File: src/rtl/tsq_pkg.sv
`timescale 1ns / 1ps
// ----------------------------------------------------------------------------
// tsq_pkg
// Shared sizes, codes and command/status types for the two-stack queue.
// ----------------------------------------------------------------------------
package tsq_pkg;

   localparam int DEPTH      = 64;
   localparam int DATA_WIDTH = 32;
   localparam int VALUE_W    = 32;
   localparam int OCC_W      = 7;
   localparam int ADDR_W     = (DEPTH > 1) ? $clog2(DEPTH) : 1;
   localparam int CNT_W      = $clog2(DEPTH + 1);

   localparam logic REQ_ENQ = 1'b0;
   localparam logic REQ_DEQ = 1'b1;

   typedef enum logic [1:0] {
      ST_OK    = 2'd0,
      ST_EMPTY = 2'd1,
      ST_FULL  = 2'd2
   } status_type;

   typedef enum logic [1:0] {
      S_IDLE,
      S_MOVE,
      S_POP
   } state_type;

   typedef struct packed {
      logic       push;
      logic       load_imm;
      status_type imm_status;
      logic       mv_read;
      logic       pop_read;
      logic       load_pop;
   } cmd_type;

   typedef struct packed {
      logic in_empty;
      logic out_empty;
      logic q_empty;
      logic q_full;
      logic mv_pending;
   } stat_type;

   function automatic logic [OCC_W-1:0] occ_of(logic [CNT_W-1:0] a,
                                                logic [CNT_W-1:0] b,
                                                logic             inc);
      logic [CNT_W:0] s;
      s = {1'b0, a} + {1'b0, b} + {{CNT_W{1'b0}}, inc};
      return OCC_W'(s);
   endfunction

endpackage

File: src/rtl/tsq_datapath.sv
`timescale 1ns / 1ps
// ----------------------------------------------------------------------------
// tsq_datapath
// Input and output stack memories, element counters and result registers.
// ----------------------------------------------------------------------------
module tsq_datapath (
   input  logic                                   clock,
   input  logic                                   reset,
   input  tsq_pkg::cmd_type                       cmd,
   input  logic signed [tsq_pkg::VALUE_W-1:0]     req_value_in,
   output tsq_pkg::stat_type                      stat,
   output logic signed [tsq_pkg::VALUE_W-1:0]     rsp_value_out,
   output logic [1:0]                             rsp_status,
   output logic [tsq_pkg::OCC_W-1:0]              rsp_occupancy
);
   import tsq_pkg::*;

   logic [DATA_WIDTH-1:0] in_mem  [DEPTH];
   logic [DATA_WIDTH-1:0] out_mem [DEPTH];

   logic [CNT_W-1:0]      in_count_ff, in_count_in;
   logic [CNT_W-1:0]      out_count_ff, out_count_in;
   logic [DATA_WIDTH-1:0] in_rdata_ff;
   logic [DATA_WIDTH-1:0] out_rdata_ff;
   logic                  mv_valid_ff;
   logic [ADDR_W-1:0]     in_top, out_top;
   logic [CNT_W:0]        total;

   logic [VALUE_W-1:0]    value_ff;
   status_type            status_ff;
   logic [OCC_W-1:0]      occ_ff;

   assign in_top = ADDR_W'(in_count_ff - 1'b1);
   assign out_top = ADDR_W'(out_count_ff - 1'b1);
   assign total = {1'b0, in_count_ff} + {1'b0, out_count_ff};

   assign stat.in_empty   = (in_count_ff == '0);
   assign stat.out_empty  = (out_count_ff == '0);
   assign stat.q_empty    = (total == '0);
   assign stat.q_full     = (total >= (CNT_W + 1)'(DEPTH));
   assign stat.mv_pending = mv_valid_ff;

   always_ff @(posedge clock) begin
      if (cmd.push) begin
         in_mem[in_count_ff[ADDR_W-1:0]] <= DATA_WIDTH'($unsigned(req_value_in));
      end
      if (cmd.mv_read) begin
         in_rdata_ff <= in_mem[in_top];
      end
   end

   always_ff @(posedge clock) begin
      if (mv_valid_ff) begin
         out_mem[out_count_ff[ADDR_W-1:0]] <= in_rdata_ff;
      end
      if (cmd.pop_read) begin
         out_rdata_ff <= out_mem[out_top];
      end
   end

   always_comb begin
      in_count_in = in_count_ff;
      if (cmd.push) begin
         in_count_in = in_count_ff + 1'b1;
      end else if (cmd.mv_read) begin
         in_count_in = in_count_ff - 1'b1;
      end
      out_count_in = out_count_ff;
      if (mv_valid_ff) begin
         out_count_in = out_count_ff + 1'b1;
      end else if (cmd.pop_read) begin
         out_count_in = out_count_ff - 1'b1;
      end
   end

   always_ff @(posedge clock) begin
      if (reset) begin
         in_count_ff  <= '0;
         out_count_ff <= '0;
         mv_valid_ff  <= 1'b0;
      end else begin
         in_count_ff  <= in_count_in;
         out_count_ff <= out_count_in;
         mv_valid_ff  <= cmd.mv_read;
      end
   end

   always_ff @(posedge clock) begin
      if (cmd.load_imm) begin
         value_ff  <= '0;
         status_ff <= cmd.imm_status;
         occ_ff    <= occ_of(in_count_ff, out_count_ff, cmd.push);
      end else if (cmd.load_pop) begin
         value_ff  <= VALUE_W'(out_rdata_ff);
         status_ff <= ST_OK;
         occ_ff    <= occ_of(in_count_ff, out_count_ff, 1'b0);
      end
   end

   assign rsp_value_out = value_ff;
   assign rsp_status    = status_ff;
   assign rsp_occupancy = occ_ff;

endmodule

File: src/rtl/tsq_control.sv
`timescale 1ns / 1ps
// ----------------------------------------------------------------------------
// tsq_control
// Request sequencer: immediate answers, stack move and pop, result valid.
// ----------------------------------------------------------------------------
module tsq_control (
   input  logic              clock,
   input  logic              reset,
   input  logic              req_valid,
   output logic              req_ready,
   input  logic              req_type,
   output logic              rsp_valid,
   input  logic              rsp_ready,
   input  tsq_pkg::stat_type stat,
   output tsq_pkg::cmd_type  cmd
);
   import tsq_pkg::*;

   state_type state_ff, state_in;
   logic      rsp_valid_ff, rsp_valid_in;
   logic      accept;

   always_ff @(posedge clock) begin
      if (reset) begin
         state_ff     <= S_IDLE;
         rsp_valid_ff <= 1'b0;
      end else begin
         state_ff     <= state_in;
         rsp_valid_ff <= rsp_valid_in;
      end
   end

   always_comb begin
      state_in       = state_ff;
      cmd            = '0;
      cmd.imm_status = ST_OK;
      req_ready      = 1'b0;
      accept         = 1'b0;
      unique case (state_ff)
         S_IDLE: begin
            req_ready = !rsp_valid_ff || rsp_ready;
            accept    = req_valid && req_ready;
            if (accept) begin
               if (req_type == REQ_ENQ) begin
                  cmd.load_imm   = 1'b1;
                  cmd.push       = !stat.q_full;
                  cmd.imm_status = stat.q_full ? ST_FULL : ST_OK;
               end else if (stat.q_empty) begin
                  cmd.load_imm   = 1'b1;
                  cmd.imm_status = ST_EMPTY;
               end else if (stat.out_empty) begin
                  state_in = S_MOVE;
               end else begin
                  cmd.pop_read = 1'b1;
                  state_in     = S_POP;
               end
            end
         end
         S_MOVE: begin
            if (!stat.in_empty) begin
               cmd.mv_read = 1'b1;
            end else if (!stat.mv_pending) begin
               cmd.pop_read = 1'b1;
               state_in     = S_POP;
            end
         end
         S_POP: begin
            cmd.load_pop = 1'b1;
            state_in     = S_IDLE;
         end
         default: state_in = S_IDLE;
      endcase

      if (cmd.load_imm || cmd.load_pop) begin
         rsp_valid_in = 1'b1;
      end else if (rsp_ready) begin
         rsp_valid_in = 1'b0;
      end else begin
         rsp_valid_in = rsp_valid_ff;
      end
   end

   assign rsp_valid = rsp_valid_ff;

endmodule

File: src/rtl/two_stack_fifo_queue.sv
`timescale 1ns / 1ps
// ----------------------------------------------------------------------------
// two_stack_fifo_queue
// Enqueue and error results load the result register at the transfer; a
// direct pop first reads the output stack top. A dequeue on an empty output
// stack first moves n input elements at one per cycle via the input read port.
// A new request is taken in idle once the result register is free or drains.
// Reset clears both counts, move flag, state and result valid; memories are not.
// ----------------------------------------------------------------------------
module two_stack_fifo_queue (
   input  logic                               clock,
   input  logic                               reset,
   input  logic                               req_valid,
   output logic                               req_ready,
   input  logic                               req_type,
   input  logic signed [tsq_pkg::VALUE_W-1:0] req_value_in,
   output logic                               rsp_valid,
   input  logic                               rsp_ready,
   output logic signed [tsq_pkg::VALUE_W-1:0] rsp_value_out,
   output logic [1:0]                         rsp_status,
   output logic [tsq_pkg::OCC_W-1:0]          rsp_occupancy
);
   import tsq_pkg::*;

   cmd_type  cmd;
   stat_type stat;

   tsq_control u_control (
      .clock     (clock),
      .reset     (reset),
      .req_valid (req_valid),
      .req_ready (req_ready),
      .req_type  (req_type),
      .rsp_valid (rsp_valid),
      .rsp_ready (rsp_ready),
      .stat      (stat),
      .cmd       (cmd)
   );

   tsq_datapath u_datapath (
      .clock         (clock),
      .reset         (reset),
      .cmd           (cmd),
      .req_value_in  (req_value_in),
      .stat          (stat),
      .rsp_value_out (rsp_value_out),
      .rsp_status    (rsp_status),
      .rsp_occupancy (rsp_occupancy)
   );

   a_occ_bound: assert property (@(posedge clock) disable iff (reset)
      rsp_valid |-> (rsp_occupancy <= OCC_W'(DEPTH)))
      else $error("occupancy above depth");

   a_err_zero: assert property (@(posedge clock) disable iff (reset)
      (rsp_valid && rsp_status != ST_OK) |-> (rsp_value_out == '0))
      else $error("nonzero value on error status");

   a_enq_resp: assert property (@(posedge clock) disable iff (reset)
      (req_valid && req_ready && req_type == REQ_ENQ) |=>
      (rsp_valid && (rsp_status == ST_OK || rsp_status == ST_FULL)))
      else $error("enqueue result missing");

   a_move_once: assert property (@(posedge clock) disable iff (reset)
      (cmd.mv_read || stat.mv_pending) |-> !req_ready)
      else $error("request taken during stack move");

endmodule
File: config.mk
export PLATFORM = sky130hd
export DESIGN_NAME = two_stack_fifo_queue
export DESIGN_NICKNAME = d
export VERILOG_FILES = /design/src/rtl/tsq_pkg.sv /design/src/rtl/tsq_datapath.sv /design/src/rtl/tsq_control.sv /design/src/rtl/two_stack_fifo_queue.sv
export SDC_FILE = /design/constraint.sdc
export NUM_CORES = 2
export LEC_CHECK = 0
export BUFFER_PORTS_ARGS = -buffer_cell sky130_fd_sc_hd__buf_4
export CORE_ASPECT_RATIO = 2
export CORE_UTILIZATION = 42
export CTS_BUF_LIST = sky130_fd_sc_hd__clkbuf_16
export CTS_CLUSTER_DIAMETER = 60
export DETAILED_ROUTE_END_ITERATION = 8
export PLACE_DENSITY = 0.58
export SYNTH_ARGS = -nofsm -noshare
export SYNTH_HDL_FRONTEND = slang
export SYNTH_HIERARCHICAL = 1
export SYNTH_SLANG_ARGS = --single-unit
File: constraint.sdc
create_clock -name clock -period 15.39 [get_ports clock]
set_clock_uncertainty 0.1 [all_clocks]
set_input_delay 1.539 -clock clock [delete_from_list [all_inputs] [get_ports clock]]
set_output_delay 1.539 -clock clock [all_outputs]
set_load 0.01 [all_outputs]
# After elaboration in Yosys (flattened, before gate mapping)
# Memories as Yosys holds them, arrays and structs flattened. A register that Yosys moved wholly into a read port is not among the register bits.
# Index checks and enable logic that the tools add are counted.
# classes
magnitude_cmp	1
n_reduce_logical	14
n_eq_ne	7
n_mux	38
n_addsub	6
# ops
op	count
7-bit two-way mux	6
2-bit two-way mux	9
1-bit two-way mux	17
7-bit by 1-bit adder with 7-bit output, second input constant	2
7-bit zero test	2
7-bit by 1-bit subtractor with 7-bit output, second input constant	2
7-bit by 7-bit adder with 8-bit output	1
8-bit by 7-bit greater-or-equal comparator with 1-bit output, second input constant	1
8-bit zero test	1
4-bit two-way mux	2
2-bit nonzero test	4
7-bit by 1-bit adder with 7-bit output	1
3-bit two-way mux	2
2-bit != test, second input constant	3
5-bit AND reduction	1
2-bit by 1-bit != test with 1-bit output, second input constant	2
2-bit one-hot mux with 2 select lines	1
2-bit by 1-bit == test with 1-bit output, second input constant	1
2-bit == test, second input constant	1
1-bit zero test	2
2-bit zero test	1
1-bit logical OR	2
1-bit one-hot mux with 2 select lines	1
1-bit logical AND	1
# word_totals
ram_bits	4096
word_cells	76
ff_bits	59
output_inout_bits	43
n_memories	2
# memory_table
memory	words	width	read_ports	rd_ports_with_merged_regs	wr	line_no	text
u_datapath.in_mem	64	32	1	1	1	tsq_datapath.sv:18	logic [DATA_WIDTH-1:0] in_mem [DEPTH];
u_datapath.out_mem	64	32	1	1	1	tsq_datapath.sv:19	logic [DATA_WIDTH-1:0] out_mem [DEPTH];

# Logic depth before layout (Yosys ltp)
# logic_depth
word_depth	8
ltp_mapped	17

# Modules after synthesis
# The synthesis kept the hierarchy.
# by_module_without_submodules
mod	seq_area_each_um2	area_per_inst_um2	instances	cells_each
tsq_datapath	126131.0	161049.5	1	7050
tsq_control	60.1	224.0	1	27

# Worst setup path before layout
# OpenSTA, ideal clock, no wires.
# synth_path
path_kind	reg-to-reg
startpoint	reg u_datapath.in_count_ff[0]
endpoint	reg u_datapath.in_count_ff[6]
path_stages_with_launch	13
synth_period_minus_slack_ns	5.321
arrival_time_ns	5.093
setup_slack_ns	10.069
setup_ns	0.128
path_cell_list	dfxtp_1 > buf_4 > buf_2 > buf_2 > buf_2 > inv_1 > ha_1 > nor4b_1 > nor3_1 > nand2b_1 > o32ai_1 > xnor2_1 > nor2_1
# synth_rtl
item	line_no	text
from (decl)	tsq_datapath.sv:21	logic [CNT_W-1:0] in_count_ff, in_count_in;
from (signal assigned)	tsq_datapath.sv:82	in_count_ff <= in_count_in;

==> results.md <==
* Commonest cells after routing, fill and taps aside: 4,169 x edfxtp_1, 1,119 x mux4_2, 382 x nand2_1, 373 x clkbuf_16, 300 x buf_4
* PwrDens at 171.2 nW/um^2
* Most used DFF post-synth: edfxtp_1
* Total power at 31.00 mW
* Post-cts sizing count at 0
* Leading cell type in the layout, fill and taps excluded: edfxtp_1
* # Post-CTS Setup Buffers at 0
* Most used cell, CP: nor2b_1
* EDFF count, synth at 4,169
* Post-Syn Area at 161,300 um^2
* Xor/xnor cell area share of the yosys netlist at 0.1660%
* Worst R2R Path Depth at 14
* Initial antenna violation count at 7
* # IOs at 80
* CP arrival at 6.63 ns
* Worst hold endpoint: u_datapath/rsp_value_out[21]$_SDFFE_PP0P_
* Syn Nets at 7,129
* Die Footprint at 386,600 um^2
* First-pass GRT wire length at 597.1 mm
* Clk sink count at 4,219
* Synth top area share at 77.63%
* Hold Vio Cnt, Final at 0
* Critical path, cell by cell: ha_1 -> inv_1 -> fa_1 -> nor2b_1 -> o21a_1 -> o21ai_0 -> nor4_1 -> a22oi_1 -> or3_1 -> nor3_1 -> buf_4 -> nor2b_1 -> nand3_1 -> nor2_4
* Endpoints failing setup at 0
* Share of cells above drive strength 1 at 27.68%
* Syn avg cell area at 22.79 um^2
* DR vias at 74,120
* Synth area leaders: edfxtp_1 78%, mux4_2 16%, mux2i_1 0.94%
* Rows at 321
* Largest net degree at the start of global routing at 121
* DRT iter0 DRCs at 6,578
* DRC at 0
* Placement Cell Area at 169,300 um^2
* Gpl congestion at 0.8321
* Maximum VDD drop at 0.1753 mV
* Post-synth ARST share at 0%
* Slew HR at 15.57%
* TNS Setup at 0 ns
* CTS Buf Count at 370
* DPL Wire Length at 255.4 mm
* Netlist cell types at 68
* Initial Utilization at 42.22%
* Crit Path Class: reg -> reg
* Worst setup EP type: flop
* CTS root buf: clkbuf_16
* Slew @ Worst Pin at 1.263 ns
* RSZ-0062 raised after global routing: no
* Post-synthesis adder-cell area fraction at 0.1210%
* Max-cap viol count at 0
* Hold Buf Count CTS at 0
* Hold Startpoint: u_datapath/out_rdata_ff[21]$_DFFE_PP_
* Register bit total from synthesis at 4,219
* Drt pass-1 iters at 5
* CTS tree: yes
* Core area at 382,000 um^2
* Sequential fraction of the synthesis area at 78.25%
* Ys Warns at 6
* Hold Crit Depth at 2
* P&R area growth vs syn at 12.28%
* Critical R2R Launch: u_datapath/out_count_ff[0]$_SDFFE_PP0P_
* Pleak at 54.76 nW
* CTS HTree Levels at 5
* Die width at 440.2 um
* Worst min path class: reg -> reg
* Compound-Gate Fraction of Synth Area at 1.554%
* R2R setup slack at 9.20 ns
* Gate Count Post-Synth at 7,077
* Drt wl/cell at 33.35 um
* Clk buf depth at 4
* Most area-hungry cell type in the Yosys netlist: edfxtp_1
* RR Endpoint: u_datapath/in_mem[11][9]$_DFFE_PP_
* Die Ht at 878.3 um
* Post-synthesis simple-gate area fraction at 2.081%
* Slew Viols, Final at 0
* Slowest-stage cell, CP: nor2_4
* Port Buffers at 79
* Startpoint Class: flop
* Worst endpoint required time at 15.83 ns
* Worst-Skew Late Latency at 0.95 ns
* Layout Nets at 7,422
* F_max at 161.4 MHz
* CP max stage delay at 1.27 ns
* Vias per cell at 5.843
* CP Max Fanout at 39
* Antenna-violating nets left at 0
* Hold_ws at 0.3912 ns
* Total GRT Usage at 21.90%
* Post-route cell area at 181,100 um^2
* Congestion Overflow GR at 0
* Period utilisation layout at 40.25%
* Reg clk slew, reported paths at 0.06 ns
* Largest family of logic cells by synthesized area: multiplexers
* Final wirelength at 423.0 mm
* Period minus WS final at 6.194 ns
* Number of global-route vias before repair at 78,600
* Status: finished, final reports clean
* Multiplexer share of the synthesized area at 16.67%
==> worst max path at each step <==
stage                                              to  slack, ns                                     from  cells after the start
2_1_floorplan  u_datapath/in_count_ff[6]$_SDFFE_PP0P_      10.07   u_datapath/in_count_ff[0]$_SDFFE_PP0P_                     12
3_3_place_gp       u_datapath/in_mem[11][9]$_DFFE_PP_       8.92  u_datapath/out_count_ff[0]$_SDFFE_PP0P_                     14
3_5_place_dp     u_datapath/in_rdata_ff[29]$_DFFE_PP_       9.06   u_datapath/in_count_ff[0]$_SDFFE_PP0P_                      9
4_1_cts          u_datapath/in_rdata_ff[29]$_DFFE_PP_       9.06   u_datapath/in_count_ff[0]$_SDFFE_PP0P_                      9
5_1_grt          u_datapath/in_rdata_ff[29]$_DFFE_PP_       8.78   u_datapath/in_count_ff[0]$_SDFFE_PP0P_                      9
6_report           u_datapath/in_mem[11][9]$_DFFE_PP_       9.20  u_datapath/out_count_ff[0]$_SDFFE_PP0P_                     14
==> kinds of logic (layout without fill, tap and decap cells) <==
| kind of cell | count (synthesis) | in the layout |
|---|---|---|
| xor gates and xnor gates | 28 | 28 |
| muxes | 1286 | 1286 |
| adders and majority gates | 15 | 15 |
| buffers and inverters | 399 | 995 |
| other | 0 | 6 |
| AOI/OAI and AO/OA | 339 | 339 |
| and+or+nand+nor | 791 | 791 |
| DFF | 4219 | 4219 |
==> final cells by class <==
cell class	instances	area [um^2]
Sequential cell	4219	126200
Multi-Input combinational cell	2459	34370
Clock inverter	302	2459
Timing Repair Buffer	307	2392
Inverter	13	48.80
Clock buffer	373	9334
Tap cell	5006	6264
Fill cell	30850	200900
Antenna cell	6	15.01
==> where the power goes <==
part	internal [mW]	switching (mW)	total, mW
logic	3.29	5.22	8.51
registers	13.1	0.223	13.3
clock network	5.03	4.18	9.21
==> layer usage <==
| metal | part of all wire, % | GRT usage (%) | vias up |
|---|---|---|---|
| met5 | 0.0028 | 0 | - |
| met4 | 4.5 | 8.851 | 2 |
| met3 | 4.3 | 2.387 | 654 |
| met2 | 57 | 42.24 | 2315 |
| met1 | 34 | 24.02 | 40640 |
| li1 | - | - | 30510 |
==> sequential cells by signal, summed over array words and instances (netlist names) <==
register	count
u_datapath/rsp_status	2
u_control/state_ff	2
u_datapath/mv_valid_ff	1
u_datapath/out_count_ff	7
u_control/rsp_valid	1
u_datapath/out_rdata_ff	32
u_datapath/in_mem	2048
u_datapath/rsp_occupancy	7
u_datapath/out_mem	2048
u_datapath/rsp_value_out	32
u_datapath/in_count_ff	7
u_datapath/in_rdata_ff	32
==> critical path, delay by kind of cell, from the launching register on <==
family	cells	cell delay [ns]
simple gates	7	3.32
flops	1	0.86
fa+ha+maj	2	0.73
compound gates	3	0.42
buf+inv	2	0.33
==> synth_stat cells (6+ instances only) <==
library cell and n:
a31oi_1 66, mux2i_1 152, o22a_1 38, or3_1 6
xnor2_1 17, o21ai_0 20, edfxtp_1 4169, a32o_1 12
nand3_1 97, and3_1 14, xor2_1 8, mux2_2 15
o211ai_1 53, nand2_1 383, nor2_1 224, a21oi_1 10
o22ai_1 8, buf_2 137, mux4_2 1119, buf_1 19
nor3_1 11, nor2b_1 14, buf_4 35, nand2b_1 9
ha_1 14, dfxtp_1 50, o221ai_1 12, a22oi_1 85
clkbuf_1 188, inv_1 13, a311oi_1 12
==> through the flow <==
stage / std cells / utilization [%] / setup slack [ns]
2_1_floorplan: 7077 / - / 10.07
3_3_place_gp: 12000 / 44.32 / 8.917
3_5_place_dp: 12000 / 44.32 / 9.060
4_1_cts: 12680 / 47.40 / 9.057
5_1_grt: 12680 / 47.40 / 8.778
6_report: 12690 / 47.41 / 9.196
No activity file was read; power rests on OpenSTA's default activity.
